## config.mk

```make
export PLATFORM = sky130hd
export DESIGN_NAME = i2c_eeprom_master_top
export DESIGN_NICKNAME = d
export VERILOG_FILES = /design/src/hw/rtl/i2cee_pkg.sv /design/src/hw/rtl/i2cee_front.sv /design/src/hw/rtl/i2cee_engine.sv /design/src/hw/rtl/i2c_eeprom_master_top.sv
export SDC_FILE = /design/constraint.sdc
export NUM_CORES = 1
export LEC_CHECK = 0
export ABC_AREA = 1
export BUFFER_PORTS_ARGS = -buffer_cell sky130_fd_sc_hd__buf_2
export CAP_MARGIN = 30
export CORE_AREA = 2 2 153 155
export CTS_BUF_LIST = sky130_fd_sc_hd__clkbuf_8
export DETAILED_ROUTE_END_ITERATION = 7
export DIE_AREA = 0 0 155 157
export PLACE_DENSITY_LB_ADDON = 0.1
export SLEW_MARGIN = 25
export SYNTH_ARGS = -nofsm -noshare
export SYNTH_HDL_FRONTEND = slang
export SYNTH_SLANG_ARGS = --single-unit
```

## constraint.sdc

```tcl
create_clock -name clk_i -period 7.8 [get_ports clk_i]
set_input_delay 1.56 -clock clk_i [delete_from_list [all_inputs] [get_ports clk_i]]
set_output_delay 1.56 -clock clk_i [all_outputs]
set_load 0.01 [all_outputs]
```

## src/hw/rtl/i2cee_pkg.sv

```systemverilog
// Shared types and constants for the I2C EEPROM master.
// No dependencies.
package i2cee_pkg;

  typedef enum logic [1:0] {
    FUNC_TICK  = 2'd0,
    FUNC_READ  = 2'd1,
    FUNC_WRITE = 2'd2,
    FUNC_BYTE  = 2'd3
  } func_e;

  typedef enum logic [4:0] {
    P_IDLE, P_ST0, P_ST1, P_ST2, P_TX0, P_TX1, P_TX2, P_WA0, P_WA1, P_WA2,
    P_RX0, P_RX1, P_AK0, P_AK1, P_AK2, P_NK0, P_NK1, P_NK2, P_SP0, P_WB
  } phase_e;

  typedef enum logic [2:0] {
    T_RD_DEVW, T_RD_MEM, T_RD_DEVR, T_W_POLL, T_W_MEM, T_W_DATA
  } task_e;

  typedef enum logic [1:0] { S_FAIL, S_OK, S_POLL } stop_e;

  localparam logic [1:0] CFG_DEV  = 2'd0;
  localparam logic [1:0] CFG_PAGE = 2'd1;
  localparam logic [1:0] CFG_POLL = 2'd2;

  // Largest transfer length; longer counts saturate here
  localparam logic [8:0] MAX_TRANSFER = 9'd256;

  // Classified word handed from front to back.
  typedef struct packed {
    func_e      func;
    logic [7:0] mem_address;
    logic [8:0] byte_count;
    logic [7:0] write_byte;
    logic       sda_in;
  } cmd_t;

  // One result word.
  typedef struct packed {
    logic       scl;
    logic       sda_out;
    logic [7:0] read_byte;
    logic       read_valid;
    logic       read_last;
    logic       need_byte;
    logic       busy_res;
    logic       done_res;
    logic       success;
  } res_t;

endpackage

```

## src/hw/rtl/i2cee_front.sv

```systemverilog
// Front end: accepts input words, saturates the byte count, queues them.
// Depends on i2cee_pkg.
module i2cee_front import i2cee_pkg::*; (
  input  logic       clk_i,
  input  logic       rst_ni,
  input  logic       in_valid_i,
  output logic       in_ready_o,
  input  logic [1:0] func_i,
  input  logic [7:0] mem_address_i,
  input  logic [8:0] byte_count_i,
  input  logic [7:0] write_byte_i,
  input  logic       sda_in_i,
  output logic       cmd_valid_o,
  input  logic       cmd_ready_i,
  output cmd_t       cmd_o
);

  // Two-entry queue
  cmd_t       mem_q [2];
  logic       wp_q, rp_q;
  logic [1:0] cnt_q;
  cmd_t       in_cmd;
  logic       push, pop;

  always_comb begin
    in_cmd.func        = func_e'(func_i);
    in_cmd.mem_address = mem_address_i;
    in_cmd.byte_count  = (byte_count_i > MAX_TRANSFER) ? MAX_TRANSFER : byte_count_i;
    in_cmd.write_byte  = write_byte_i;
    in_cmd.sda_in      = sda_in_i;
  end

  assign in_ready_o  = (cnt_q != 2'd2);
  assign push        = in_valid_i && in_ready_o;
  assign cmd_valid_o = (cnt_q != 2'd0);
  assign pop         = cmd_valid_o && cmd_ready_i;
  assign cmd_o       = mem_q[rp_q];

  always_ff @(posedge clk_i) begin
    if (push) mem_q[wp_q] <= in_cmd;
  end

  always_ff @(posedge clk_i or negedge rst_ni) begin
    if (!rst_ni) begin
      wp_q  <= 1'b0;
      rp_q  <= 1'b0;
      cnt_q <= 2'd0;
    end else begin
      if (push) wp_q <= ~wp_q;
      if (pop) rp_q <= ~rp_q;
      cnt_q <= cnt_q + {1'b0, push} - {1'b0, pop};
    end
  end

  assert property (@(posedge clk_i) disable iff (!rst_ni) cnt_q <= 2'd2)
    else $error("queue overfull");
  assert property (@(posedge clk_i) disable iff (!rst_ni)
    (cnt_q == 2'd2) |-> !in_ready_o) else $error("ready while full");
  assert property (@(posedge clk_i) disable iff (!rst_ni)
    (cnt_q == 2'd0) |-> !pop) else $error("pop while empty");

endmodule

```

## src/hw/rtl/i2cee_engine.sv

```systemverilog
// Back end: bit-level I2C sequencer, one queued word per cycle unless the output stalls.
// Depends on i2cee_pkg.
module i2cee_engine import i2cee_pkg::*; (
  input  logic        clk_i,
  input  logic        rst_ni,
  input  logic [6:0]  dev_addr_i,
  input  logic [3:0]  page_log2_i,
  input  logic [15:0] poll_limit_i,
  input  logic        cmd_valid_i,
  output logic        cmd_ready_o,
  input  cmd_t        cmd_i,
  output logic        res_valid_o,
  input  logic        res_ready_i,
  output res_t        res_o
);

  phase_e      phase_q, phase_d;
  task_e       task_q, task_d;
  stop_e       stop_q, stop_d;
  logic [2:0]  bit_q, bit_d;
  logic [7:0]  sh_q, sh_d;
  logic [7:0]  addr_q, addr_d;
  logic [8:0]  left_q, left_d;
  logic [15:0] poll_q, poll_d;
  logic        scl_q, scl_d, sda_q, sda_d, ack_q, ack_d;
  logic        ev_valid, ev_last, ev_done, ev_ok;
  logic [7:0]  ev_byte;
  logic        step;
  res_t        out_q;
  logic        out_v_q;
  logic [7:0]  mask;
  logic [15:0] lim;
  logic [3:0]  shv;
  logic [7:0]  dev_byte;

  // Output register frees as it is taken
  assign cmd_ready_o = !out_v_q || res_ready_i;
  assign step        = cmd_valid_i && cmd_ready_o;
  assign res_valid_o = out_v_q;
  assign res_o       = out_q;

  assign shv      = (page_log2_i > 4'd8) ? 4'd8 : page_log2_i;
  assign mask     = 8'((9'd1 << shv) - 9'd1);
  assign lim      = (poll_limit_i == 16'd0) ? 16'd1 : poll_limit_i;
  assign dev_byte = {dev_addr_i, (task_q == T_RD_DEVR)};

  // Next-state logic, mirrors the bus sequencing
  always_comb begin
    logic [8:0] nleft;
    logic [7:0] naddr;
    phase_d = phase_q; task_d = task_q; stop_d = stop_q; bit_d = bit_q;
    sh_d = sh_q; addr_d = addr_q; left_d = left_q; poll_d = poll_q;
    scl_d = scl_q; sda_d = sda_q; ack_d = ack_q;
    ev_valid = 1'b0; ev_last = 1'b0; ev_done = 1'b0; ev_ok = 1'b0; ev_byte = 8'd0;
    nleft = 9'd0; naddr = 8'd0;
    unique case (cmd_i.func)
      FUNC_TICK: begin
        unique case (phase_q)
          P_ST0: begin phase_d = P_ST1; sda_d = 1'b0; end
          P_ST1: begin phase_d = P_ST2; scl_d = 1'b0; end
          P_ST2: begin
            sh_d = dev_byte; bit_d = 3'd0; phase_d = P_TX0; sda_d = dev_byte[7];
          end
          P_TX0: begin phase_d = P_TX1; scl_d = 1'b1; end
          P_TX1: begin
            phase_d = P_TX2; scl_d = 1'b0;
            if (bit_q == 3'd7) sda_d = 1'b1;
            sh_d = {sh_q[6:0], 1'b0};
          end
          P_TX2: begin
            if (bit_q == 3'd7) begin phase_d = P_WA0; sda_d = 1'b1; end
            else begin bit_d = bit_q + 3'd1; phase_d = P_TX0; sda_d = sh_q[7]; end
          end
          P_WA0: begin phase_d = P_WA1; scl_d = 1'b1; end
          P_WA1: begin ack_d = cmd_i.sda_in; phase_d = P_WA2; scl_d = 1'b0; end
          P_WA2: begin
            if (ack_q) begin
              if (task_q == T_W_POLL && (poll_q + 16'd1) < lim) begin
                poll_d = poll_q + 16'd1;
                phase_d = P_ST0; sda_d = 1'b1; scl_d = 1'b1;
              end else begin
                if (task_q == T_W_POLL) poll_d = poll_q + 16'd1;
                stop_d = S_FAIL; phase_d = P_SP0; sda_d = 1'b0; scl_d = 1'b1;
              end
            end else begin
              unique case (task_q)
                T_RD_DEVW, T_W_POLL: begin
                  task_d = (task_q == T_RD_DEVW) ? T_RD_MEM : T_W_MEM;
                  sh_d = addr_q; bit_d = 3'd0; phase_d = P_TX0; sda_d = addr_q[7];
                end
                T_RD_MEM: begin
                  task_d = T_RD_DEVR; phase_d = P_ST0; sda_d = 1'b1; scl_d = 1'b1;
                end
                T_RD_DEVR: begin
                  if (left_q == 9'd0) begin
                    stop_d = S_OK; phase_d = P_SP0; sda_d = 1'b0; scl_d = 1'b1;
                  end else begin
                    bit_d = 3'd0; sh_d = 8'd0; phase_d = P_RX0; scl_d = 1'b1;
                  end
                end
                T_W_MEM: begin task_d = T_W_DATA; phase_d = P_WB; end
                default: begin
                  naddr = addr_q + 8'd1;
                  nleft = (left_q != 9'd0) ? left_q - 9'd1 : 9'd0;
                  addr_d = naddr; left_d = nleft;
                  if (nleft == 9'd0) begin
                    stop_d = S_OK; phase_d = P_SP0; sda_d = 1'b0; scl_d = 1'b1;
                  end else if ((naddr & mask) == 8'd0) begin
                    stop_d = S_POLL; phase_d = P_SP0; sda_d = 1'b0; scl_d = 1'b1;
                  end else begin
                    phase_d = P_WB;
                  end
                end
              endcase
            end
          end
          P_RX0: begin
            sh_d = {sh_q[6:0], cmd_i.sda_in}; phase_d = P_RX1; scl_d = 1'b0;
          end
          P_RX1: begin
            if (bit_q != 3'd7) begin
              bit_d = bit_q + 3'd1; phase_d = P_RX0; scl_d = 1'b1;
            end else begin
              nleft = (left_q != 9'd0) ? left_q - 9'd1 : 9'd0;
              left_d = nleft;
              ev_valid = 1'b1; ev_byte = sh_q; ev_last = (nleft == 9'd0);
              phase_d = ev_last ? P_NK0 : P_AK0;
              sda_d = ev_last;
            end
          end
          P_AK0: begin phase_d = P_AK1; scl_d = 1'b1; end
          P_AK1: begin phase_d = P_AK2; scl_d = 1'b0; end
          P_AK2: begin
            sda_d = 1'b1; bit_d = 3'd0; sh_d = 8'd0; phase_d = P_RX0; scl_d = 1'b1;
          end
          P_NK0: begin phase_d = P_NK1; scl_d = 1'b1; end
          P_NK1: begin phase_d = P_NK2; scl_d = 1'b0; end
          P_NK2: begin stop_d = S_OK; phase_d = P_SP0; sda_d = 1'b0; scl_d = 1'b1; end
          P_SP0: begin
            sda_d = 1'b1;
            if (stop_q == S_POLL) begin
              poll_d = 16'd0; task_d = T_W_POLL; phase_d = P_ST0; scl_d = 1'b1;
            end else begin
              phase_d = P_IDLE; ev_done = 1'b1; ev_ok = (stop_q == S_OK);
            end
          end
          default: ;
        endcase
      end
      FUNC_BYTE: begin
        if (phase_q == P_WB) begin
          sh_d = cmd_i.write_byte; bit_d = 3'd0; phase_d = P_TX0;
          sda_d = cmd_i.write_byte[7];
        end
      end
      default: begin
        if (phase_q == P_IDLE) begin
          addr_d = cmd_i.mem_address; left_d = cmd_i.byte_count; poll_d = 16'd0;
          if (cmd_i.func == FUNC_READ) begin
            task_d = T_RD_DEVW; phase_d = P_ST0; sda_d = 1'b1; scl_d = 1'b1;
          end else begin
            task_d = T_W_DATA; phase_d = P_SP0; sda_d = 1'b0; scl_d = 1'b1;
            stop_d = (cmd_i.byte_count == 9'd0) ? S_OK : S_POLL;
          end
        end
      end
    endcase
  end

  always_ff @(posedge clk_i or negedge rst_ni) begin
    if (!rst_ni) begin
      phase_q <= P_IDLE; task_q <= T_RD_DEVW; stop_q <= S_FAIL;
      bit_q <= 3'd0; sh_q <= 8'd0; addr_q <= 8'd0; left_q <= 9'd0;
      poll_q <= 16'd0; scl_q <= 1'b1; sda_q <= 1'b1; ack_q <= 1'b0;
      out_v_q <= 1'b0;
    end else begin
      if (step) begin
        phase_q <= phase_d; task_q <= task_d; stop_q <= stop_d;
        bit_q <= bit_d; sh_q <= sh_d; addr_q <= addr_d; left_q <= left_d;
        poll_q <= poll_d; scl_q <= scl_d; sda_q <= sda_d; ack_q <= ack_d;
        out_v_q <= 1'b1;
      end else if (res_ready_i) begin
        out_v_q <= 1'b0;
      end
    end
  end

  // Result word register
  always_ff @(posedge clk_i) begin
    if (step) begin
      out_q.scl        <= scl_d;
      out_q.sda_out    <= sda_d;
      out_q.read_byte  <= ev_byte;
      out_q.read_valid <= ev_valid;
      out_q.read_last  <= ev_last;
      out_q.need_byte  <= (phase_d == P_WB);
      out_q.busy_res   <= (phase_d != P_IDLE);
      out_q.done_res   <= ev_done;
      out_q.success    <= ev_ok;
    end
  end

  assert property (@(posedge clk_i) disable iff (!rst_ni)
    (step && ev_done) |=> (phase_q == P_IDLE)) else $error("done not idle");
  assert property (@(posedge clk_i) disable iff (!rst_ni)
    (out_v_q && !res_ready_i) |-> !step) else $error("result overwritten");
  assert property (@(posedge clk_i) disable iff (!rst_ni)
    (phase_q == P_WB) |-> (task_q == T_W_DATA)) else $error("byte wait bad task");

endmodule

```

## src/hw/rtl/i2c_eeprom_master_top.sv

```systemverilog
// Top level of the I2C EEPROM master: config registers, front queue, engine.
// Depends on i2cee_pkg, i2cee_front, i2cee_engine.
//
//  port group   dir  words
//  cfg_*        in   register index + data
//  in_*         in   tick, command or write-byte word
//  out_*        out  pin levels and status word, one per input word
//
// One input word per cycle sustained unless the output stalls. An accepted
// word waits in the front queue, then the engine steps it into the result
// register. The engine advances at most one phase per word.
// Reset sets config to defaults, bus released, engine idle, queue empty.
// An output stall holds the engine; the two-entry queue then fills.
module i2c_eeprom_master_top import i2cee_pkg::*; (
  input  logic        clk_i,
  input  logic        rst_ni,
  input  logic        cfg_valid_i,
  output logic        cfg_ready_o,
  input  logic [1:0]  cfg_index_i,
  input  logic [15:0] cfg_data_i,
  input  logic        in_valid_i,
  output logic        in_ready_o,
  input  logic [1:0]  func_i,
  input  logic [7:0]  mem_address_i,
  input  logic [8:0]  byte_count_i,
  input  logic [7:0]  write_byte_i,
  input  logic        sda_in_i,
  output logic        out_valid_o,
  input  logic        out_ready_i,
  output logic        scl_o,
  output logic        sda_out_o,
  output logic [7:0]  read_byte_o,
  output logic        read_valid_o,
  output logic        read_last_o,
  output logic        need_byte_o,
  output logic        busy_res_o,
  output logic        done_res_o,
  output logic        success_o
);

  logic [6:0]  dev_q;
  logic [3:0]  page_q;
  logic [15:0] poll_q;
  logic        cmd_valid, cmd_ready;
  cmd_t        cmd;
  res_t        res;

  assign cfg_ready_o = 1'b1;

  // Configuration registers
  always_ff @(posedge clk_i or negedge rst_ni) begin
    if (!rst_ni) begin
      dev_q  <= 7'd80;
      page_q <= 4'd3;
      poll_q <= 16'd1000;
    end else if (cfg_valid_i) begin
      unique case (cfg_index_i)
        CFG_DEV:  dev_q  <= cfg_data_i[6:0];
        CFG_PAGE: page_q <= cfg_data_i[3:0];
        CFG_POLL: poll_q <= cfg_data_i;
        default: ;
      endcase
    end
  end

  i2cee_front u_front (
    .clk_i, .rst_ni, .in_valid_i, .in_ready_o, .func_i, .mem_address_i,
    .byte_count_i, .write_byte_i, .sda_in_i,
    .cmd_valid_o(cmd_valid), .cmd_ready_i(cmd_ready), .cmd_o(cmd)
  );

  i2cee_engine u_engine (
    .clk_i, .rst_ni, .dev_addr_i(dev_q), .page_log2_i(page_q),
    .poll_limit_i(poll_q), .cmd_valid_i(cmd_valid), .cmd_ready_o(cmd_ready),
    .cmd_i(cmd), .res_valid_o(out_valid_o), .res_ready_i(out_ready_i), .res_o(res)
  );

  assign scl_o        = res.scl;
  assign sda_out_o    = res.sda_out;
  assign read_byte_o  = res.read_byte;
  assign read_valid_o = res.read_valid;
  assign read_last_o  = res.read_last;
  assign need_byte_o  = res.need_byte;
  assign busy_res_o   = res.busy_res;
  assign done_res_o   = res.done_res;
  assign success_o    = res.success;

endmodule
```

After elaboration in Yosys (flattened, before gate mapping)
Memory sizes are Yosys's and may differ from the RTL's.
Index checks and enable logic that the tools add are counted.
{"block": "totals", "regBits": 105, "latchBits": 0, "ramBits": 56, "romBits": 0, "inputBits": 51, "out_inout_bits": 19, "word_cells": 248, "n_memories": 1}
{"name": "u_front.mem_q", "words": 2, "width": 28, "rd": 1, "rd_clocked_by_memory_dff": 0, "wr": 1, "line": "i2cee_front.sv:19", "source": "cmd_t mem_q [2];"}
{"block": "classes", "add_sub_neg": 7, "mul": 0, "div": 0, "order_cmp": 3, "eq_ne": 58, "shifts": 1, "muxes": 99, "bitwise": 7, "n_reduce_logical": 45}
{"cell": "$mux W16", "n": 6}
{"cell": "$pmux W5 S18", "n": 1}
{"cell": "$pmux W16 S2", "n": 2}
{"cell": "$mux W8", "n": 7}
{"cell": "$mux W9", "n": 6}
{"cell": "$pmux W8 S2", "n": 3}
{"cell": "$eq A5 B4 Y1 const B", "n": 8}
{"cell": "$mux W5", "n": 8}
{"cell": "$pmux W8 S5", "n": 1}
{"cell": "$pmux W9 S2", "n": 2}
{"cell": "$mux W3", "n": 10}
{"cell": "$reduce_and A7 Y1", "n": 4}
{"cell": "$logic_not A9 Y1", "n": 3}
{"cell": "$eq A5 B5 Y1 const B", "n": 5}
{"cell": "$mux W1", "n": 25}
{"cell": "$ne A3 B3 Y1 const B", "n": 8}
{"cell": "$pmux W3 S2", "n": 4}
{"cell": "$eq A5 B3 Y1 const B", "n": 4}
{"cell": "$mux W2", "n": 10}
{"cell": "$pmux W5 S4", "n": 1}
{"cell": "$reduce_and A9 Y1", "n": 2}
{"cell": "$add A16 B1 Y16 const B", "n": 1}
{"cell": "$logic_not A16 Y1", "n": 1}
{"cell": "$lt A16 B16 Y1", "n": 1}
{"cell": "55 further kinds", "n": 97}

Longest topological paths before layout
Gate-level depths: netlist of the first run.
{"block": "depth", "depth_word": 13, "mapped_depth": 26, "mapped_depth_nobuf": 26}

Modules after synthesis
Synthesis of the first run repeated with hierarchy kept, for this count alone.
{"block": "unflattened", "cells_unflattened": 1139, "hier_area_um2": 9426.5}
{"mod": "i2cee_engine", "n_inst": 1, "cells_each": 816, "area_each_um2": 5878.1, "seq_area_each_um2": 1934.4}
{"mod": "i2cee_front", "n_inst": 1, "cells_each": 200, "area_each_um2": 2394.8, "seq_area_each_um2": 1781.7}
{"mod": "i2c_eeprom_master_top", "n_inst": 1, "cells_each": 123, "area_each_um2": 1153.6, "seq_area_each_um2": 688.2}

Worst setup path before layout of the first run
OpenSTA, ideal clock, no wires.
{"block": "synth_path", "path_type": "input-to-reg", "from": "input out_ready_i", "to": "register u_engine.sh_q[0]", "setup_ns": 0.129, "t_arrival_ns": 3.425, "required_ns": 7.671, "path_slack_ns": 4.246, "cell_stages": 7, "n_path_buf": 2, "cell_sequence": "nor2_1 a21oi_1 clkbuf_1 nand3_1 a311oi_2 buf_2 a31oi_1"}
{"block": "synth_via", "elab_chain_len": 3}
{"element": "from (decl)", "line": "i2c_eeprom_master_top.sv:29", "source": "input logic out_ready_i,"}
{"element": "$logic_or A1 B1 Y1", "line": "i2cee_engine.sv:37", "source": "assign cmd_ready_o = !out_v_q || res_ready_i;"}
{"element": "$logic_and A1 B1 Y1", "line": "i2cee_engine.sv:38", "source": "assign step = cmd_valid_i && cmd_ready_o;"}
{"element": "via u_engine.step", "line": "i2cee_engine.sv:28", "source": "logic step;"}
{"element": "$reduce_and A7 Y1 (no line)"}
{"element": "to (signal assigned)", "line": "i2cee_engine.sv:173", "source": "bit_q <= 3'd0; sh_q <= 8'd0; addr_q <= 8'd0; left_q <= 9'd0;"}
{"element": "to (signal assigned)", "line": "i2cee_engine.sv:179", "source": "bit_q <= bit_d; sh_q <= sh_d; addr_q <= addr_d; left_q <= left_d;"}
{"element": "to (decl)", "line": "i2cee_engine.sv:21", "source": "logic [7:0] sh_q, sh_d;"}
The timed path passes the listed nets, and every way through them passes these cells.
A chain may end at the register's enable or synchronous reset.

Final worst setup path of the first run
{"block": "layout_path", "from": "register u_front.rp_q", "to": "register u_engine.poll_q[0]"}
{"block": "layout_via", "elab_chain_len": 4, "elab_cells_between_ends": 11, "classes_between": "eq/ne (5); mux (1); bitwise (1); reduce/logical (3); memory (1)"}
{"element": "from (decl)", "line": "i2cee_front.sv:20", "source": "logic wp_q, rp_q;"}
{"element": "from (signal assigned)", "line": "i2cee_front.sv:50", "source": "if (pop) rp_q <= ~rp_q;"}
{"element": "$mem_v2 Z2 W28 (*)"}
{"element": "$logic_not A2 Y1 or $eq A2 B2 Y1 (tied branches)", "line": "i2cee_engine.sv:56", "source": "unique case (cmd_i.func)"}
{"element": "$ne A4 B2 Y1 (no line), or another cell as far along"}
{"element": "$reduce_and A7 Y1 (no line)"}
{"element": "to (signal assigned)", "line": "i2cee_engine.sv:174", "source": "poll_q <= 16'd0; scl_q <= 1'b1; sda_q <= 1'b1; ack_q <= 1'b0;"}
{"element": "to (signal assigned)", "line": "i2cee_engine.sv:180", "source": "poll_q <= poll_d; scl_q <= scl_d; sda_q <= sda_d; ack_q <= ack_d;"}
{"element": "to (decl)", "line": "i2cee_engine.sv:24", "source": "logic [15:0] poll_q, poll_d;"}
Every way passes the cells marked *; elsewhere a longest branch is shown, timed or not.

==> results.sh, run 1 <==
export IMPL_status="complete, no violations"
export IMPL_yosysSeqAreaShare_pct=49.1
export IMPL_min_period_ns=4.24
export IMPL_ctsResizeCount=0
export IMPL_worst_pin_slew_ns=1.09
export IMPL_avgViaCountPerCell=5.10
export IMPL_cts_setup_buffers=0
export IMPL_slew_viol_final=0
export IMPL_worstSetupEndpointType="register"
export IMPL_skew_ns=0.0130
export IMPL_p_leak_nw=4.66
export IMPL_avgSynthCellArea_sq_um=8.33
export IMPL_maxCapViolCount=0
export IMPL_crit_path_start_kind="register"
export IMPL_io_buffers=68
export IMPL_post_route_cells_drive_above_1_share_pct=14.6
export IMPL_detail_route_wl_per_cell_microns=15.5
export IMPL_path_cells="buf_4 -> clkinv_1 -> or2_2 -> o21ai_0 -> ha_1 -> buf_4 -> clkinv_1 -> buf_8 -> nand2_4 -> nand3_4 -> nor2_4 -> nand2_4 -> inv_4 -> nand2_2 -> o21ai_0"
export IMPL_r2r_end="u_engine.poll_q[0]$_DFFE_PN0P_"
export IMPL_path_max_fanout=38
export IMPL_floorplan_io_pins=70
export IMPL_cts_sinks=161
export IMPL_ys_ff_latch=161
export IMPL_critPathTopFamily="buffers and inverters"
export IMPL_firstDrtPassIters=7
export IMPL_coreArea_sq_mm=0.0225
export IMPL_grt_usage_pct=19.3
export IMPL_gr_total_overflow=0
export IMPL_hpwl_microns=16600
export IMPL_dr_total_vias=7345
export IMPL_arrival_ns=4.64
export IMPL_start_util_pct=39.8
export IMPL_nets=1219
export IMPL_root_buffer="clkbuf_8"
export IMPL_hold_buffers=0
export IMPL_antenna_found_initial=0
export IMPL_multi_input_area_sq_mm=0.00387
export IMPL_synth_ff_type="dfrtp_1"
export IMPL_die_h_microns=157
export IMPL_reg2reg_slack_ns=3.56
export IMPL_cts_path_max_buffers=2
export IMPL_final_fill_count=2275
export IMPL_setup_viol=0
export IMPL_diodes=0
export IMPL_r2r_start="u_front.rp_q$_DFFE_PN0P_"
export IMPL_ant_nets=0
export IMPL_grt_pass1_wl_microns=36800
export IMPL_synth_edff_count=72
export IMPL_die_area_sq_mm=0.0243
export IMPL_critPathSlowestCell="clkinv_1"
export IMPL_path_clk_slew_ns=0.11
export IMPL_cts_buffers=17
export IMPL_finalWeightedCongestion=0.927
export IMPL_layout_worst_path_cycle_share_pct=54.4
export IMPL_vdd_drop_max_mv=0.159
export IMPL_worstHoldEndpoint="u_engine.stop_q[0]$_DFFE_PN0P_"
export IMPL_critPathBufInv=6
export IMPL_rsz0062_at_grt="no"
export IMPL_worstSetupPathType="register to register"
export IMPL_cts_tree="built"
export IMPL_slew_headroom_pct=26.0
export IMPL_hold_slack_ns=0.496
export IMPL_fmax_mhz=236
export IMPL_power_density_mw_per_mm2=394
export IMPL_cts_htree_levels=4
export IMPL_die_w_microns=155
export IMPL_grt_max_degree=69
export IMPL_hold_depth=2
export IMPL_syn_area_sq_mm=0.00897
export IMPL_clk_latency_ns=0.48
export IMPL_fin_setup_tns_ns=0
export IMPL_grt_pass1_vias=7147
export IMPL_drc=0
export IMPL_rows=55
export IMPL_hold_class="register to register"
export IMPL_ys_async_sr_fraction_pct=55.3
export IMPL_ys_warn_count=0
export IMPL_syn_nets=1153
export IMPL_synthDistinctLibCells=56
export IMPL_drtIter0Drc=574
export IMPL_seqCellArea_sq_mm=0.00440
export IMPL_required_ns=8.20
export IMPL_area_delta_synth_final_pct=12.5
export IMPL_min_from="u_engine.stop_q[0]$_DFFE_PN0P_"
export IMPL_syn_inst=1076
export IMPL_slowest_delay_ns=0.52
export IMPL_reg2reg_depth=15
export IMPL_hold_violations=0
export IMPL_routed_wl_microns=22400
## tightest hold or removal path, delay by kind of cell, from the launching register on
kind / cells / cell delay [ns]
AO/OA/AOI/OAI: 1 / 0.06
flip-flops: 1 / 0.36
AND/OR/NAND/NOR: 1 / 0.05
## per-stage QoR
stage	instances	utilization, %	instance area [sq um]	setup slack [ns]	total power [W]
finish	1440	44.8	10100	3.56	0.00397
global route	1440	44.8	10100	3.15	0.00433
CTS	1436	44.5	10000	3.15	0.00397
detailed placement	1404	42.6	9580	3.15	0.00330
global placement	1404	42.6	9580	3.37	0.00329
floorplan	1076	-	8970	4.25	0.00278
## cells in the mapped netlist, drive strengths merged (13+ instances only)
master	count	share of area [%]
a21oi	49	2.8
nand4	20	1.4
clkbuf	19	0.80
inv	145	6.1
o22ai	18	1.8
edfxtp	72	24
nor3	13	0.73
dfrtp	77	21
nand3	56	3.5
o21ai	109	6.2
nand2	227	9.9
nor2	144	6.2
ha	26	3.6
xor2	16	1.6
## worst max-delay path by stage
| stage | from | endpoint | slack (ns) | cells after the start |
|---|---|---|---|---|
| 2_1_floorplan | out_ready_i | u_engine.sh_q[0]$_DFFE_PN0P_ | 4.25 | 7 |
| 3_3_place_gp | u_front.rp_q$_DFFE_PN0P_ | u_engine.poll_q[0]$_DFFE_PN0P_ | 3.37 | 14 |
| 3_5_place_dp | u_front.rp_q$_DFFE_PN0P_ | u_engine.poll_q[0]$_DFFE_PN0P_ | 3.15 | 14 |
| 4_1_cts | u_front.rp_q$_DFFE_PN0P_ | u_engine.poll_q[0]$_DFFE_PN0P_ | 3.15 | 14 |
| 5_1_grt | u_front.rp_q$_DFFE_PN0P_ | u_engine.poll_q[0]$_DFFE_PN0P_ | 3.15 | 15 |
| 6_report | u_front.rp_q$_DFFE_PN0P_ | u_engine.poll_q[0]$_DFFE_PN0P_ | 3.56 | 15 |
## report_power, final
group / internal (W) / switching, W
Combinational: 0.000632 / 0.00128
Sequential: 0.00119 / 0.000195
Clock: 0.000281 / 0.000389
## routing by layer
| layer | track usage [%] | routed length (microns) | up-vias | share of wire (%) |
|---|---|---|---|---|
| met5 | 0 | 0 | - | 0 |
| met4 | 6.66 | 437 | 0 | 2.0 |
| met3 | 3.41 | 906 | 29 | 4.0 |
| met2 | 30.4 | 10200 | 190 | 46 |
| met1 | 26.9 | 10800 | 3402 | 48 |
| li1 | - | - | 3724 | - |
## cell usage in the layout, fill, tap and decap left out, drive strengths merged, types with 2 or more instances in the layout
cell	count
nand3b	3
nor2	144
o21ai	109
nand3	56
mux2i	9
o211ai	9
a31oi	7
clkbuf	18
or2	4
a21oi	49
dfrtp	77
ha	26
xor2	16
nor4	4
a311oi	2
inv	153
edfxtp	72
nor3	13
clkinv	9
dfstp	12
o22ai	18
nand4	20
xnor2	2
nand2	227
buf	77
a221oi	6
## final cells by class
cell class,count,share of cell area (%)
Tap cell,285,3.54
Multi-Input combinational cell,736,38.4
Sequential cell,161,43.7
Timing Repair Buffer,78,4.45
Clock inverter,15,2.06
Inverter,148,5.57
Clock buffer,17,2.32
## kinds of logic (layout without fill, tap and decap cells)
group           Yosys count  after routing  synth area share (%)
simple gates            473            473                  22.8
compound gates          208            208                  13.6
buf+inv                 179            258                  7.87
flops                   161            161                  49.1
fa+ha+maj                26             26                  3.63
xor+xnor                 18             18                  1.76
mux                      10             10                  1.13
other cells               1              1                0.0418
## flip-flops by register name, summed over array words and instances, names as in the netlist, 2 cells and up
signal	flops
u_front.cnt_q	2
u_engine.poll_q	16
u_engine.addr_q	8
u_engine.stop_q	2
u_engine.phase_q	5
poll_q	16
dev_q	7
u_engine.sh_q	8
u_engine.res_o	16
u_front.mem_q	56
u_engine.task_q	3
u_engine.bit_q	3
u_engine.left_q	9
page_q	4
Note: power is estimated with default switching activity, not from simulation.
==> run 2: changes to the inputs <==
==> constraint.sdc (replaced) <==
create_clock -name clk_i -period 4.22 [get_ports clk_i]
set_input_delay 0.844 -clock clk_i [delete_from_list [all_inputs] [get_ports clk_i]]
set_output_delay 0.844 -clock clk_i [all_outputs]
set_load 0.01 [all_outputs]
==> results.sh, run 2 (synthesis gave the netlist of run 1 again) <==
export IMPL_status="complete, no violations"
export IMPL_layout_worst_path_cycle_share_pct=83.9
export IMPL_p_comb_share_pct=49.0
export IMPL_die_h_microns=157
export IMPL_worstSetupPathType="register to register"
export IMPL_slowest_delay_ns=0.42
export IMPL_required_ns=4.44
export IMPL_slew_viol_final=0
export IMPL_drc=0
export IMPL_switching_share_pct=47.6
export IMPL_cts_buffers=17
export IMPL_p_leak_nw=4.66
export IMPL_critPathTopFamily="simple AND/OR/NAND/NOR gates"
export IMPL_drtIter0Drc=564
export IMPL_p_sw_w=0.00349
export IMPL_firstDrtPassIters=5
export IMPL_hold_class="input pin to async pin"
export IMPL_cts_setup_buffers=0
export IMPL_top_register="u_front.mem_q"
export IMPL_power_density_mw_per_mm2=729
export IMPL_dr_total_vias=7339
export IMPL_grt_pass1_vias=7093
export IMPL_sequentialPowerShare_pct=34.9
export IMPL_p_int_w=0.00384
export IMPL_setup_viol=0
export IMPL_min_period_ns=3.54
export IMPL_fmax_mhz=282
export IMPL_worst_pin_slew_ns=1.00
export IMPL_slew_headroom_pct=32.1
export IMPL_coreArea_sq_mm=0.0225
export IMPL_p_clk_share_pct=16.0
export IMPL_ctsResizeCount=0
export IMPL_floorplan_io_pins=70
export IMPL_clk_latency_ns=0.48
export IMPL_cts_htree_levels=4
export IMPL_grt_pass1_wl_microns=36800
export IMPL_antenna_found_initial=0
export IMPL_cp_common_cell="nand2_1"
export IMPL_grt_usage_pct=19.4
export IMPL_power_w=0.00733
export IMPL_gr_total_overflow=0
export IMPL_worstSetupEndpointType="register"
export IMPL_finalWeightedCongestion=0.998
export IMPL_maxCapViolCount=0
export IMPL_cts_path_max_buffers=2
export IMPL_fin_setup_tns_ns=0
export IMPL_grt_max_degree=48
export IMPL_largest_register_ffs=56
export IMPL_critPathSlowestCell="dfrtp_1"
export IMPL_rsz0062_at_grt="no"
export IMPL_vdd_drop_max_mv=0.260
export IMPL_diodes=0
export IMPL_hpwl_microns=17000
export IMPL_final_util_pct=44.7
export IMPL_area_delta_synth_final_pct=12.3
export IMPL_detail_route_wl_per_cell_microns=15.7
export IMPL_path_cells="nand2_1 -> nor2_1 -> nand4_1 -> nor2_1 -> inv_1 -> nor2_1 -> inv_1 -> nor2_1 -> nand3_1 -> nor2_1 -> nand3_1 -> xnor2_1 -> ha_1 -> a21oi_1 -> nand2_1 -> nor3_1 -> nand3_1 -> nand2_1 -> nand2_1 -> nand2_1 -> nand2_1 -> nand2_1 -> nand4_1"
export IMPL_final_cell_mix="nand2_1 (219), inv_1 (137), nor2_1 (137)"
export IMPL_critPathBufInv=2
export IMPL_layout_commonest_cell="nand2_1"
export IMPL_nets=1223
export IMPL_die_area_sq_mm=0.0243
export IMPL_arrival_ns=3.76
export IMPL_routed_wl_microns=22700
export IMPL_hold_violations=0
export IMPL_crit_path_start_kind="register"
export IMPL_die_w_microns=155
export IMPL_cts_sinks=161
export IMPL_root_buffer="clkbuf_8"
export IMPL_path_max_fanout=5
export IMPL_cts_tree="built"
export IMPL_avgViaCountPerCell=5.08
export IMPL_skew_ns=0.0252
export IMPL_start_util_pct=39.8
export IMPL_hold_buffers=0
export IMPL_path_clk_slew_ns=0.12
export IMPL_rows=55
export IMPL_io_buffers=68
export IMPL_ant_nets=0
export IMPL_post_route_cells_drive_above_1_share_pct=14.9
-- run 2: changes by cell type in the layout (fill, tap and decap cells not counted) --
cell,before,now
clkinv_8,5,6
buf_16,1,0
clkbuf_4,1,0
bufinv_16,1,0
clkinv_4,1,3
buf_6,1,0
buf_4,7,15
inv_6,3,2
inv_8,4,3
buf_8,1,0
-- run 2: routing by layer --
metal | global-route usage, % | part of all wire [%] | wire (microns)
met3 | 4.16 | 5.7 | 1290
met5 | 0 | 0 | 0
met4 | 6.92 | 2.1 | 488
met1 | 26.2 | 47 | 10600
met2 | 31.1 | 46 | 10400
-- run 2: through the flow --
step / worst slack, ns / std cells / hold slack (ns) / instance area, sq um
floorplan: 1.06 / 1076 / 0.453 / 8970
global placement: 0.727 / 1412 / 0.473 / 9640
detailed placement: 0.653 / 1412 / 0.481 / 9640
CTS: 0.611 / 1444 / 0.217 / 10100
global route: 0.302 / 1444 / 0.229 / 10100
finish: 0.679 / 1444 / 0.230 / 10100
-- run 2: power by group through the flow --
stage	Combinational, W	Sequential (W)	Clock (W)
2_1_floorplan	0.00264	0.00251	0
3_3_place_gp	0.00359	0.00259	0
3_5_place_dp	0.00359	0.00259	0
4_1_cts	0.00360	0.00256	0.00121
5_1_grt	0.00408	0.00262	0.00128
6_report	0.00360	0.00256	0.00118
-- run 2: layout make-up --
type / instances / area, sq um
Clock buffer: 17 / 234
Clock inverter: 15 / 191
Sequential cell: 161 / 4400
Timing Repair Buffer: 82 / 448
Tap cell: 285 / 357
Multi-Input combinational cell: 736 / 3870
Inverter: 148 / 562
Fill cell: 2222 / 12400
-- run 2: final timing paths --
check	depth (start not counted)	slack [ns]	endpoint	start
max reg2reg	23	0.68	u_engine.res_o[2]$_DFFE_PP_	u_engine.poll_q[0]$_DFFE_PN0P_
max	23	0.68	u_engine.res_o[2]$_DFFE_PP_	u_engine.poll_q[0]$_DFFE_PN0P_
min in group clk_i	2	0.50	u_engine.sda_q$_DFFE_PN1P_	u_engine.sda_q$_DFFE_PN1P_
min reg2reg	2	0.50	u_engine.sda_q$_DFFE_PN1P_	u_engine.sda_q$_DFFE_PN1P_
min	1	0.23	u_engine.poll_q[8]$_DFFE_PN0P_	rst_ni
max in group asynchronous	2	3.04	u_engine.sh_q[1]$_DFFE_PN0P_	rst_ni
